**src/rtl/ispf_pkg.sv**
```systemverilog
// Package for the IMU serial frame parser: frame constants, result codes,
// the frame record passed from front to back, and the kind-to-scale table.
// No dependencies.
package ispf_pkg;

    localparam int FRAME_BYTES = 11;
    localparam int POS_W       = 4;
    localparam int BYTE_W      = 8;
    localparam int RAW_W       = 16;
    localparam int DATA_BYTES  = 8;
    localparam int SCALE_W     = 11;
    localparam int PROD_W      = RAW_W + SCALE_W + 1;
    localparam int AXIS_W      = 27;
    localparam int TEMP_W      = 16;
    localparam int CNT_W       = 32;
    localparam int Q_DEPTH     = 2;
    localparam int Q_PTR_W     = $clog2(Q_DEPTH);
    localparam int Q_CNT_W     = $clog2(Q_DEPTH + 1);

    localparam logic [BYTE_W-1:0] HEADER_RESET = 8'h55;
    localparam logic [BYTE_W-1:0] KIND_BYTE_ACCEL = 8'h51;
    localparam logic [BYTE_W-1:0] KIND_BYTE_RATE  = 8'h52;
    localparam logic [BYTE_W-1:0] KIND_BYTE_ANGLE = 8'h53;

    localparam logic [SCALE_W-1:0] SCALE_ACCEL = 11'd16;
    localparam logic [SCALE_W-1:0] SCALE_RATE  = 11'd2000;
    localparam logic [SCALE_W-1:0] SCALE_ANGLE = 11'd180;

    typedef enum logic [1:0] {
        ST_GOOD    = 2'd0,
        ST_BAD_SUM = 2'd1,
        ST_UNKNOWN = 2'd2
    } status_t;

    typedef enum logic [1:0] {
        KIND_ACCEL = 2'd0,
        KIND_RATE  = 2'd1,
        KIND_ANGLE = 2'd2
    } kind_t;

    typedef struct packed {
        status_t                  status;
        kind_t                    kind;
        logic signed [RAW_W-1:0]  raw_x;
        logic signed [RAW_W-1:0]  raw_y;
        logic signed [RAW_W-1:0]  raw_z;
        logic signed [RAW_W-1:0]  raw_t;
    } frame_rec_t;

    typedef struct packed {
        logic       push;
        frame_rec_t rec;
    } fq_req_t;

    typedef struct packed {
        logic       valid;
        logic       full;
        frame_rec_t rec;
    } q_head_t;

    function automatic logic [SCALE_W-1:0] kind_scale(kind_t kind);
        logic [SCALE_W-1:0] scale;
        unique case (kind)
            KIND_ACCEL: scale = SCALE_ACCEL;
            KIND_RATE:  scale = SCALE_RATE;
            KIND_ANGLE: scale = SCALE_ANGLE;
            default:    scale = '0;
        endcase
        return scale;
    endfunction

endpackage

```
**src/rtl/imu_serial_frame_parser.sv**
```systemverilog
// Top level of the IMU serial frame parser: front end, record queue, back end.
// Uses ispf_pkg, ispf_front, ispf_queue, ispf_back.
//
// channel   direction  handshake                  payload
// rx        in         rx_valid / rx_stall        rx_byte
// frame     out        frame_valid / frame_stall  frame_status .. bad_checksums
// cfg       in         cfg_we                     cfg_wdata (header byte)
//
// One byte is taken per cycle while rx_stall is low; a frame result passes through the
// record queue and the registered result stage before frame_valid rises.
// The two-entry record queue stalls rx only when full, so rx_stall rises only after
// two results back up behind a stalled frame output.
// Reset clears position, counters, queue and output valid; header returns to 0x55.
module imu_serial_frame_parser (
    input  logic                                 clk,
    input  logic                                 rst_n,
    input  logic                                 cfg_we,
    input  logic [ispf_pkg::BYTE_W-1:0]          cfg_wdata,
    input  logic                                 rx_valid,
    output logic                                 rx_stall,
    input  logic [ispf_pkg::BYTE_W-1:0]          rx_byte,
    output logic                                 frame_valid,
    input  logic                                 frame_stall,
    output logic [1:0]                           frame_status,
    output logic [1:0]                           frame_kind,
    output logic signed [ispf_pkg::AXIS_W-1:0]   axis_x,
    output logic signed [ispf_pkg::AXIS_W-1:0]   axis_y,
    output logic signed [ispf_pkg::AXIS_W-1:0]   axis_z,
    output logic signed [ispf_pkg::TEMP_W-1:0]   temperature_centi,
    output logic                                 temperature_valid,
    output logic [ispf_pkg::CNT_W-1:0]           good_frames,
    output logic [ispf_pkg::CNT_W-1:0]           bad_checksums
);

    ispf_pkg::fq_req_t  req;
    ispf_pkg::q_head_t  head;
    logic               pop;
    logic               rx_accept;

    assign rx_stall  = head.full;
    assign rx_accept = rx_valid && !rx_stall;

    ispf_front u_front (
        .clk       (clk),
        .rst_n     (rst_n),
        .cfg_we    (cfg_we),
        .cfg_wdata (cfg_wdata),
        .accept    (rx_accept),
        .rx_byte   (rx_byte),
        .req       (req)
    );

    ispf_queue u_queue (
        .clk   (clk),
        .rst_n (rst_n),
        .req   (req),
        .pop   (pop),
        .head  (head)
    );

    ispf_back u_back (
        .clk               (clk),
        .rst_n             (rst_n),
        .head              (head),
        .pop               (pop),
        .frame_valid       (frame_valid),
        .frame_stall       (frame_stall),
        .frame_status      (frame_status),
        .frame_kind        (frame_kind),
        .axis_x            (axis_x),
        .axis_y            (axis_y),
        .axis_z            (axis_z),
        .temperature_centi (temperature_centi),
        .temperature_valid (temperature_valid),
        .good_frames       (good_frames),
        .bad_checksums     (bad_checksums)
    );

    a_no_push_when_full: assert property (@(posedge clk) disable iff (!rst_n)
        head.full |-> !req.push)
        else $error("frame record pushed into full queue");

    a_bad_result_zero: assert property (@(posedge clk) disable iff (!rst_n)
        (frame_valid && frame_status != ispf_pkg::ST_GOOD) |->
        (axis_x == '0 && axis_y == '0 && axis_z == '0 && !temperature_valid))
        else $error("failed frame carries axis or temperature data");

    a_good_count_step: assert property (@(posedge clk) disable iff (!rst_n)
        pop |=> (good_frames == $past(good_frames)
                 + ispf_pkg::CNT_W'($past(head.rec.status) == ispf_pkg::ST_GOOD)))
        else $error("good frame counter out of step with results");

    a_angle_no_temp: assert property (@(posedge clk) disable iff (!rst_n)
        (frame_valid && frame_kind == ispf_pkg::KIND_ANGLE) |-> !temperature_valid)
        else $error("angle frame marked with temperature");

endmodule

```
**src/rtl/ispf_front.sv**
```systemverilog
// Front end of the frame parser: header hunt, byte position, running checksum,
// kind decode and frame record build. Uses ispf_pkg.
module ispf_front (
    input  logic                          clk,
    input  logic                          rst_n,
    input  logic                          cfg_we,
    input  logic [ispf_pkg::BYTE_W-1:0]   cfg_wdata,
    input  logic                          accept,
    input  logic [ispf_pkg::BYTE_W-1:0]   rx_byte,
    output ispf_pkg::fq_req_t             req
);

    logic [ispf_pkg::BYTE_W-1:0]                      header_reg;
    logic [ispf_pkg::POS_W-1:0]                       pos_reg, pos_next, pos_eff;
    logic [ispf_pkg::BYTE_W-1:0]                      sum_reg, sum_next;
    logic [ispf_pkg::DATA_BYTES*ispf_pkg::BYTE_W-1:0] data_reg, data_next;
    ispf_pkg::kind_t                                  kind_reg, kind_next;
    logic                                             known_reg, known_next;
    ispf_pkg::status_t                                status;
    logic                                             push;

    always_ff @(posedge clk or negedge rst_n)
    begin
        if (!rst_n)
        begin
            header_reg <= ispf_pkg::HEADER_RESET;
            pos_reg    <= '0;
        end
        else
        begin
            if (cfg_we)
            begin
                header_reg <= cfg_wdata;
            end
            pos_reg <= pos_next;
        end
    end

    always_ff @(posedge clk)
    begin
        sum_reg   <= sum_next;
        data_reg  <= data_next;
        kind_reg  <= kind_next;
        known_reg <= known_next;
    end

    always_comb
    begin
        pos_eff    = (pos_reg >= ispf_pkg::POS_W'(ispf_pkg::FRAME_BYTES)) ? '0 : pos_reg;
        pos_next   = pos_eff;
        sum_next   = sum_reg;
        data_next  = data_reg;
        kind_next  = kind_reg;
        known_next = known_reg;
        push       = 1'b0;
        if (accept)
        begin
            if (pos_eff == '0)
            begin
                if (rx_byte == header_reg)
                begin
                    sum_next = rx_byte;
                    pos_next = ispf_pkg::POS_W'(1);
                end
            end
            else if (pos_eff == ispf_pkg::POS_W'(ispf_pkg::FRAME_BYTES - 1))
            begin
                push     = 1'b1;
                pos_next = '0;
            end
            else
            begin
                sum_next = sum_reg + rx_byte;
                pos_next = pos_eff + 1'b1;
                if (pos_eff == ispf_pkg::POS_W'(1))
                begin
                    unique case (rx_byte)
                        ispf_pkg::KIND_BYTE_ACCEL:
                        begin
                            kind_next  = ispf_pkg::KIND_ACCEL;
                            known_next = 1'b1;
                        end
                        ispf_pkg::KIND_BYTE_RATE:
                        begin
                            kind_next  = ispf_pkg::KIND_RATE;
                            known_next = 1'b1;
                        end
                        ispf_pkg::KIND_BYTE_ANGLE:
                        begin
                            kind_next  = ispf_pkg::KIND_ANGLE;
                            known_next = 1'b1;
                        end
                        default:
                        begin
                            kind_next  = ispf_pkg::KIND_ACCEL;
                            known_next = 1'b0;
                        end
                    endcase
                end
                else
                begin
                    data_next = {rx_byte, data_reg[ispf_pkg::DATA_BYTES*ispf_pkg::BYTE_W-1:
                                                   ispf_pkg::BYTE_W]};
                end
            end
        end
    end

    always_comb
    begin
        if (sum_reg != rx_byte)
        begin
            status = ispf_pkg::ST_BAD_SUM;
        end
        else if (known_reg)
        begin
            status = ispf_pkg::ST_GOOD;
        end
        else
        begin
            status = ispf_pkg::ST_UNKNOWN;
        end
    end

    assign req.push       = push;
    assign req.rec.status = status;
    assign req.rec.kind   = kind_reg;
    assign req.rec.raw_x  = $signed(data_reg[15:0]);
    assign req.rec.raw_y  = $signed(data_reg[31:16]);
    assign req.rec.raw_z  = $signed(data_reg[47:32]);
    assign req.rec.raw_t  = $signed(data_reg[63:48]);

endmodule

```
**src/rtl/ispf_queue.sv**
```systemverilog
// Short frame record queue between the parser front and back.
// Uses ispf_pkg.
module ispf_queue (
    input  logic                clk,
    input  logic                rst_n,
    input  ispf_pkg::fq_req_t   req,
    input  logic                pop,
    output ispf_pkg::q_head_t   head
);

    ispf_pkg::frame_rec_t               mem [ispf_pkg::Q_DEPTH];
    logic [ispf_pkg::Q_PTR_W-1:0]       wr_ptr_reg, rd_ptr_reg;
    logic [ispf_pkg::Q_CNT_W-1:0]       cnt_reg, cnt_next;
    logic                               do_push, do_pop;

    assign do_push = req.push && (cnt_reg != ispf_pkg::Q_CNT_W'(ispf_pkg::Q_DEPTH));
    assign do_pop  = pop && (cnt_reg != '0);

    always_comb
    begin
        cnt_next = cnt_reg;
        if (do_push && !do_pop)
        begin
            cnt_next = cnt_reg + 1'b1;
        end
        else if (do_pop && !do_push)
        begin
            cnt_next = cnt_reg - 1'b1;
        end
    end

    always_ff @(posedge clk or negedge rst_n)
    begin
        if (!rst_n)
        begin
            wr_ptr_reg <= '0;
            rd_ptr_reg <= '0;
            cnt_reg    <= '0;
        end
        else
        begin
            if (do_push)
            begin
                wr_ptr_reg <= (wr_ptr_reg == ispf_pkg::Q_PTR_W'(ispf_pkg::Q_DEPTH - 1))
                              ? '0 : wr_ptr_reg + 1'b1;
            end
            if (do_pop)
            begin
                rd_ptr_reg <= (rd_ptr_reg == ispf_pkg::Q_PTR_W'(ispf_pkg::Q_DEPTH - 1))
                              ? '0 : rd_ptr_reg + 1'b1;
            end
            cnt_reg <= cnt_next;
        end
    end

    always_ff @(posedge clk)
    begin
        if (do_push)
        begin
            mem[wr_ptr_reg] <= req.rec;
        end
    end

    assign head.valid = (cnt_reg != '0);
    assign head.full  = (cnt_reg == ispf_pkg::Q_CNT_W'(ispf_pkg::Q_DEPTH));
    assign head.rec   = mem[rd_ptr_reg];

endmodule

```
**src/rtl/ispf_back.sv**
```systemverilog
// Back end of the frame parser: axis scaling, frame counters and the
// registered result stage. Uses ispf_pkg.
module ispf_back (
    input  logic                                 clk,
    input  logic                                 rst_n,
    input  ispf_pkg::q_head_t                    head,
    output logic                                 pop,
    output logic                                 frame_valid,
    input  logic                                 frame_stall,
    output logic [1:0]                           frame_status,
    output logic [1:0]                           frame_kind,
    output logic signed [ispf_pkg::AXIS_W-1:0]   axis_x,
    output logic signed [ispf_pkg::AXIS_W-1:0]   axis_y,
    output logic signed [ispf_pkg::AXIS_W-1:0]   axis_z,
    output logic signed [ispf_pkg::TEMP_W-1:0]   temperature_centi,
    output logic                                 temperature_valid,
    output logic [ispf_pkg::CNT_W-1:0]           good_frames,
    output logic [ispf_pkg::CNT_W-1:0]           bad_checksums
);

    logic                                   valid_reg;
    logic [ispf_pkg::CNT_W-1:0]             good_cnt_reg, good_cnt_next;
    logic [ispf_pkg::CNT_W-1:0]             bad_cnt_reg, bad_cnt_next;
    ispf_pkg::status_t                      status_reg;
    ispf_pkg::kind_t                        kind_reg, kind_next;
    logic signed [ispf_pkg::AXIS_W-1:0]     x_reg, y_reg, z_reg, x_next, y_next, z_next;
    logic signed [ispf_pkg::TEMP_W-1:0]     temp_reg, temp_next;
    logic                                   temp_ok_reg, temp_ok_next;
    logic signed [ispf_pkg::SCALE_W:0]      scale_s;
    logic signed [ispf_pkg::PROD_W-1:0]     px, py, pz;
    logic                                   is_good;

    assign pop     = head.valid && (!valid_reg || !frame_stall);
    assign is_good = (head.rec.status == ispf_pkg::ST_GOOD);
    assign scale_s = $signed({1'b0, ispf_pkg::kind_scale(head.rec.kind)});
    assign px      = head.rec.raw_x * scale_s;
    assign py      = head.rec.raw_y * scale_s;
    assign pz      = head.rec.raw_z * scale_s;

    always_comb
    begin
        good_cnt_next = good_cnt_reg;
        bad_cnt_next  = bad_cnt_reg;
        kind_next     = ispf_pkg::KIND_ACCEL;
        x_next        = '0;
        y_next        = '0;
        z_next        = '0;
        temp_next     = '0;
        temp_ok_next  = 1'b0;
        if (pop)
        begin
            if (head.rec.status == ispf_pkg::ST_BAD_SUM)
            begin
                bad_cnt_next = bad_cnt_reg + 1'b1;
            end
            if (is_good)
            begin
                good_cnt_next = good_cnt_reg + 1'b1;
            end
        end
        if (is_good)
        begin
            kind_next = head.rec.kind;
            x_next    = $signed(px[ispf_pkg::AXIS_W-1:0]);
            y_next    = $signed(py[ispf_pkg::AXIS_W-1:0]);
            z_next    = $signed(pz[ispf_pkg::AXIS_W-1:0]);
            if (head.rec.kind != ispf_pkg::KIND_ANGLE)
            begin
                temp_next    = head.rec.raw_t;
                temp_ok_next = 1'b1;
            end
        end
    end

    always_ff @(posedge clk or negedge rst_n)
    begin
        if (!rst_n)
        begin
            valid_reg    <= 1'b0;
            good_cnt_reg <= '0;
            bad_cnt_reg  <= '0;
        end
        else
        begin
            if (pop)
            begin
                valid_reg <= 1'b1;
            end
            else if (!frame_stall)
            begin
                valid_reg <= 1'b0;
            end
            good_cnt_reg <= good_cnt_next;
            bad_cnt_reg  <= bad_cnt_next;
        end
    end

    always_ff @(posedge clk)
    begin
        if (pop)
        begin
            status_reg  <= head.rec.status;
            kind_reg    <= kind_next;
            x_reg       <= x_next;
            y_reg       <= y_next;
            z_reg       <= z_next;
            temp_reg    <= temp_next;
            temp_ok_reg <= temp_ok_next;
        end
    end

    assign frame_valid       = valid_reg;
    assign frame_status      = status_reg;
    assign frame_kind        = kind_reg;
    assign axis_x            = x_reg;
    assign axis_y            = y_reg;
    assign axis_z            = z_reg;
    assign temperature_centi = temp_reg;
    assign temperature_valid = temp_ok_reg;
    assign good_frames       = good_cnt_reg;
    assign bad_checksums     = bad_cnt_reg;

endmodule

```
**config.mk**
```make
export PLATFORM = sky130hd
export DESIGN_NAME = imu_serial_frame_parser
export DESIGN_NICKNAME = d
export VERILOG_FILES = /design/src/rtl/ispf_pkg.sv /design/src/rtl/imu_serial_frame_parser.sv /design/src/rtl/ispf_front.sv /design/src/rtl/ispf_queue.sv /design/src/rtl/ispf_back.sv
export SDC_FILE = /design/constraint.sdc
export NUM_CORES = 1
export LEC_CHECK = 0
export ABC_AREA = 1
export BUFFER_PORTS_ARGS = -buffer_cell sky130_fd_sc_hd__buf_4
export CAP_MARGIN = 5
export CORE_MARGIN = 3
export CORE_UTILIZATION = 65
export CTS_CLUSTER_SIZE = 40
export DETAILED_ROUTE_END_ITERATION = 16
export PLACE_DENSITY = 0.85
export SYNTH_ARGS = -nofsm -noshare
export SYNTH_HDL_FRONTEND = slang
export SYNTH_SLANG_ARGS = --single-unit
```
**constraint.sdc**
```tcl
create_clock -name clk -period 15.69 [get_ports clk]
set_input_delay 0.7845 -clock clk [delete_from_list [all_inputs] [get_ports clk]]
set_output_delay 0.7845 -clock clk [all_outputs]
set_load 0.005 [all_outputs]
```
# After elaboration in Yosys (flattened, before gate mapping)
# Memories as Yosys holds them, arrays and structs flattened.
# Cells that the tools add are included.
op_classes:
  muxes: 25
  order_cmp: 1
  mul: 3
  n_bitwise: 3
  eq_ne: 16
  addsub: 8
  n_reduce_logical: 24
op_table:
  columns: ["op", "count"]
  rows:
  - ["$mul 16x12->27", 3]
  - ["$add 32x1->32 const B", 2]
  - ["$pmux 11 s3", 1]
  - ["$eq 8x7->1 const B", 3]
  - ["$mux 8", 3]
  - ["$mux 4", 5]
  - ["$mux 1", 11]
  - ["$add 8x8->8", 1]
  - ["$eq 8x8->1", 1]
  - ["$mux 2", 4]
  - ["$ne 8x8->1", 1]
  - ["$reduce_and 4->1", 2]
  - ["$logic_and 1x1->1", 6]
  - ["$ne 2x2->1 const B", 3]
  - ["$reduce_and 2->1", 3]
  - ["$logic_not 1->1", 5]
  - ["$add 4x1->4 const B", 1]
  - ["$eq 2x1->1 const B", 2]
  - ["$eq 2x2->1 const B", 2]
  - ["$eq 4x1->1 const B", 1]
  - ["$eq 4x4->1 const B", 1]
  - ["$ge 4x4->1 const B", 1]
  - ["$logic_not 2->1", 2]
  - ["$logic_not 4->1", 1]
  - ["other kinds (10)", 15]
totals:
  ram_bits: 136
  memories: 1
  output_inout_bits: 168
  reg_bits: 258
mem_list:
  columns: ["name", "words", "width", "rd", "rd_clocked_by_memory_dff", "wr", "line", "rtl"]
  rows:
  - ["u_queue.mem", 2, 68, 1, 0, 1, "ispf_queue.sv:11", "ispf_pkg::frame_rec_t mem [ispf_pkg::Q_DEPTH];"]

# Depth between registers and ports, before layout
depth:
  word_depth: 11
  ltp_mapped: 36
  mapped_depth_nobuf: 31

# By module
# A second synthesis with hierarchy kept.
hier_totals:
  cells_unflattened: 3693
  area_unflattened_um2: 31580.3
by_module_without_submodules:
  columns: ["mod", "area_each_um2", "cells_each", "n_inst"]
  rows:
  - ["ispf_back", 22932.0, 3033, 1]
  - ["ispf_queue", 5176.2, 387, 1]
  - ["ispf_front", 3462.1, 271, 1]
  - ["imu_serial_frame_parser", 10.0, 2, 1]

# Least setup slack after synthesis
# No wires, ideal clock.
synth_timing:
  path_type: "reg-to-reg"
  startpoint: "register u_queue.rd_ptr_reg"
  endpoint: "register u_back.x_reg, in the netlist u_back.axis_x[26], data pin"
  setup_time_ns: 0.255
  synth_period_minus_slack_ns: 6.765
  path_slack_ns: 8.925
  path_buffers: 8
  path_stages_with_launch: 31
  arrival_time_ns: 6.510
  path_cell_list: "dfrtp_1 buf_6 buf_4 buf_2 buf_4 o21ai_0 inv_1 ha_1 buf_2 inv_1 buf_2 clkbuf_1 clkbuf_1 nor2_1 fa_1 fa_1 fa_1 fa_1 inv_1 fa_1 inv_1 ha_1 nand2_1 inv_1 nand2_1 nor3_1 nand4_1 nand3_1 nand3_1 nand2_1 nor2_1"
synth_lines:
  columns: ["item", "line", "rtl"]
  rows:
  - ["from (decl)", "ispf_queue.sv:12", "logic [ispf_pkg::Q_PTR_W-1:0] wr_ptr_reg, rd_ptr_reg;"]
  - ["from (signal assigned)", "ispf_queue.sv:49", "rd_ptr_reg <= (rd_ptr_reg == ispf_pkg::Q_PTR_W'(ispf_pkg::Q_DEPTH - 1))"]
  - ["to (signal assigned)", "ispf_back.sv:104", "x_reg <= x_next;"]
  - ["to (decl)", "ispf_back.sv:26", "logic signed [ispf_pkg::AXIS_W-1:0] x_reg, y_reg, z_reg, x_next, y_next, z_next;"]

# Worst setup path after layout
layout_timing:
  startpoint: "register u_queue.rd_ptr_reg"
  endpoint: "register u_back.z_reg, in the netlist u_back.axis_z[20], data pin"
layout_via:
  elab_chain_cells: 4
  word_cells_on_any_way: 7
  classes_between: "mul (1); eq/ne (2); mux (1); reduce/logical (2); memory (1)"
layout_lines:
  columns: ["item", "line", "rtl"]
  rows:
  - ["$mem_v2 2x68 *", null, null]
  - ["$eq 2x2->1 (tied with other cells)", "ispf_pkg.sv:63", "unique case (kind)"]
  - ["$pmux 11 s3", "ispf_pkg.sv:63", null]
  - ["$mul 16x12->27", "ispf_back.sv:38", "assign pz = head.rec.raw_z * scale_s;"]
  - ["to (signal assigned)", "ispf_back.sv:106", "z_reg <= z_next;"]
  - ["to (decl)", "ispf_back.sv:26", null]
# Mark *: on every way between the ends. The rest lies on a longest branch, timed or not.
# A chain may end at the register's enable or synchronous reset.

==> flow_metrics.py <==
metrics = {
    "logic_synthesis": {
        "synth-async-reset-ratio": 0.209,
        "syn-cell-area_um2": 30700,
        "synth_simple_gate_area_share": 0.150,
        "synth_top_family_by_area": "adder cells",
        "syn_inst": 3334,
        "post_synth_edffs": 307,
        "post_synthesis_average_cell_area_um2": 9.20,
        "yosysSeqAreaShare": 0.367,
        "xor_xnor_share_of_the_synthesized_area": 0.0340,
        "synth_adder_area_share": 0.277,
        "ys_warn_count": 0,
        "compound_cell_area_share_of_the_yosys_netlist": 0.0656,
        "synth-main-ff-cell": "sky130_fd_sc_hd__edfxtp_1",
        "yosysUniqueCellTypes": 53,
        "ys_ff_latch": 388,
        "synth_mux_area_frac": 0.00335,
    },
    "timing": {
        "fin_hold_ws_ns": 0.367,
        "tightestPinTransition_ns": 1.10,
        "min_period_ns": 7.86,
        "rsz_0062_raised_after_global_routing": "no",
        "maxSlewHeadroom": 0.266,
        "report.final.setup_viol": 0,
        "final.setup_skew_ns": 0.0340,
        "final_hold_viol_count": 0,
        "fmax_mhz": 127,
        "final_critical_path_setup_slack_ns": 7.83,
        "final.period_utilization": 0.501,
        "final_max_slew_viol_count": 0,
        "final.setup.tns_ns": 0,
    },
    "placement": {
        "hpwlAfterDp_um": 51400,
        "buffer_ports.inserted": 182,
        "routabilityCongestion": 0.925,
        "dp_slack_ns": 7.94,
    },
    "grt": {
        "grt_util_all_layers": 0.279,
        "via_count_of_the_first_global_routing_pass": 23400,
        "global_route.overflow_total": 0,
        "grt_antenna_before_repair": 0,
        "grt_start_max_net_pins": 90,
        "grt_first_pass_wirelength_um": 113000,
    },
    "floorplan": {
        "rows": 78,
        "die-area_um2": 49800,
        "core-area_um2": 46000,
        "top_level_ports": 189,
        "initial_utilization": 0.667,
        "die_width_um": 223,
        "die-height_um": 223,
    },
    "detailed_routing": {
        "avgRoutedWirePerCell_um": 16.4,
        "count_of_antenna_violating_nets_left_after_detailed_routing": 0,
        "vias_per_cell": 5.48,
        "drcViolationCount": 0,
        "first_iter_violations": 1778,
        "route.vias.total": 22700,
        "postRouteWirelength_um": 68100,
        "firstDrtPassIters": 6,
    },
    "cts": {
        "cts.repair_timing.setup_buffer_count": 0,
        "cts.hold.buffers_added": 0,
        "max-clock-path-buffers": 3,
        "clock_tree.root_cell": "sky130_fd_sc_hd__clkbuf_16",
        "post_cts_resize_count": 0,
        "cts.reportedPaths.clkPinSlew_ns": 0.06,
        "clock_latency_on_the_worst_skew_pair_ns": 0.59,
        "tritoncts_clock_tree": "built",
        "cts_max_level": 2,
        "cts_buf_count": 42,
        "cts.sinks": 388,
    },
    "min_path": {
        "worstHoldPathType": "input port to async pin",
    },
    "setup_path": {
        "worst-setup-path-type": "flop to flop",
        "cp-start-kind": "flop",
        "critical_path_peak_fanout": 89,
        "cp.required_ns": 16.03,
        "worstReg2RegStart": "u_queue.rd_ptr_reg$_DFFE_PN0P_",
        "cp-endpoint": "u_back.axis_z[20]$_SDFFCE_PP0P_",
        "cp-end-kind": "flop",
        "reg2reg_depth": 23,
        "timing.reg2reg.setup_slack_ns": 7.83,
        "critical_path.startpoint": "u_queue.rd_ptr_reg$_DFFE_PN0P_",
        "reg2reg_to": "u_back.axis_z[20]$_SDFFCE_PP0P_",
        "crit_arrival_ns": 8.20,
    },
    "layout": {
        "synthToLayoutAreaGrowth_pct": 10.9,
        "largest_register_ff_count": 136,
        "n_antenna_cell": 0,
        "fraction_of_layout_cells_with_a_size_suffix_above_1": 0.0838,
        "num-nets-final": 4052,
    },
    "run_status": {
        "run_status": "finished, final reports clean",
    },
    "flow_run": {
        "drv_cap": 0,
    },
}
==> Yosys cell counts (36+ instances only) <==
master                       n  area share
sky130_fd_sc_hd__nand2_1   513       0.063
sky130_fd_sc_hd__o21ai_0   164       0.027
sky130_fd_sc_hd__nor2_1    360       0.044
sky130_fd_sc_hd__xor2_1     71       0.020
sky130_fd_sc_hd__xnor2_1    48       0.014
sky130_fd_sc_hd__ha_1      246        0.10
sky130_fd_sc_hd__a21oi_1   148       0.024
sky130_fd_sc_hd__edfxtp_1  307        0.30
sky130_fd_sc_hd__nand4_1    36      0.0073
sky130_fd_sc_hd__nand3_1   106       0.017
sky130_fd_sc_hd__dfrtp_1    77       0.063
sky130_fd_sc_hd__inv_1     759       0.093
sky130_fd_sc_hd__fa_1      270        0.18
sky130_fd_sc_hd__nor3_1     54      0.0088
==> worst max-delay path: stages, from the launching register on <==
cell and delay (ns):
sky130_fd_sc_hd__dfrtp_2 0.45, sky130_fd_sc_hd__buf_4 0.39, sky130_fd_sc_hd__o21ai_0 0.43, sky130_fd_sc_hd__ha_1 0.83
sky130_fd_sc_hd__inv_2 0.48, sky130_fd_sc_hd__buf_4 0.39, sky130_fd_sc_hd__nor2_1 0.33, sky130_fd_sc_hd__inv_1 0.22
sky130_fd_sc_hd__o21ai_1 0.25, sky130_fd_sc_hd__xor2_1 0.19, sky130_fd_sc_hd__fa_1 0.47, sky130_fd_sc_hd__fa_1 0.53
sky130_fd_sc_hd__fa_1 0.55, sky130_fd_sc_hd__inv_1 0.06, sky130_fd_sc_hd__fa_1 0.52, sky130_fd_sc_hd__inv_1 0.04
sky130_fd_sc_hd__ha_1 0.38, sky130_fd_sc_hd__nand2_1 0.12, sky130_fd_sc_hd__nor2_1 0.14, sky130_fd_sc_hd__inv_1 0.07
sky130_fd_sc_hd__o21ai_0 0.34, sky130_fd_sc_hd__nand3_1 0.16, sky130_fd_sc_hd__a21oi_1 0.15, sky130_fd_sc_hd__nor2_1 0.06
==> how the worst min path moves through the flow <==
stage / start / end / slack [ns] / depth (start not counted)
after floorplan: u_front.data_reg[0]$_DFFE_PP_ / u_queue.mem[0][48]$_DFFE_PP_ / 0.42 / 0
after global placement: u_front.data_reg[1]$_DFFE_PP_ / u_queue.mem[0][49]$_DFFE_PP_ / 0.42 / 0
after detailed placement: u_front.kind_reg[0]$_SDFFCE_PN0P_ / u_queue.mem[0][64]$_DFFE_PP_ / 0.43 / 0
after CTS: cfg_wdata[6] / u_front.header_reg[6]$_DFFE_PN1P_ / 0.37 / 3
after global routing: rx_byte[5] / u_front.data_reg[61]$_DFFE_PP_ / 0.39 / 1
final: rst_n / u_back.bad_checksums[31]$_DFFE_PN0P_ / 0.37 / 1
==> logic make-up after synthesis <==
kind of cell | count (synthesis)
multiplexers | 10
AO/OA/AOI/OAI | 374
flip-flops | 388
AND/OR/NAND/NOR | 1104
buffers and inverters | 822
XOR/XNOR | 119
other | 1
adder cells (fa/ha/maj) | 516
==> placed cells by master (no fill, tap or decap), types with 48 or more instances in the layout <==
| cell type | Yosys | final |
|---|---|---|
| sky130_fd_sc_hd__a21oi_1 | 148 | 148 |
| sky130_fd_sc_hd__buf_4 | 12 | 191 |
| sky130_fd_sc_hd__dfrtp_1 | 77 | 76 |
| sky130_fd_sc_hd__edfxtp_1 | 307 | 307 |
| sky130_fd_sc_hd__fa_1 | 270 | 270 |
| sky130_fd_sc_hd__ha_1 | 246 | 245 |
| sky130_fd_sc_hd__inv_1 | 759 | 757 |
| sky130_fd_sc_hd__nand2_1 | 513 | 513 |
| sky130_fd_sc_hd__nand3_1 | 106 | 106 |
| sky130_fd_sc_hd__nor2_1 | 360 | 358 |
| sky130_fd_sc_hd__nor3_1 | 54 | 54 |
| sky130_fd_sc_hd__o21ai_0 | 164 | 164 |
| sky130_fd_sc_hd__xnor2_1 | 48 | 48 |
| sky130_fd_sc_hd__xor2_1 | 71 | 71 |
==> cell type report <==
type	instances	area, um2
Timing Repair Buffer	191	1430
Inverter	763	2870
Sequential cell	388	11300
Tap cell	600	751
Clock buffer	54	1160
Clock inverter	21	270
Multi-Input combinational cell	2129	16300
Fill cell	3252	12000
==> per-layer routing <==
layer  track usage  wire length (um)
met5             0                 0
met4         0.103              2300
met3        0.0393              4430
met2         0.493             34600
met1         0.350             26800
==> stage by stage <==
step,instances,utilization,instance area [um2]
floorplan,3339,-,30700
global placement,4071,0.709,32600
detailed placement,4071,0.709,32600
CTS,4146,0.740,34000
global route,4146,0.740,34000
finish,4146,0.740,34000
Power is left out: the tool's default activity adds up to more than one toggle a clock period on the data nets, which glitch-free logic cannot reach.
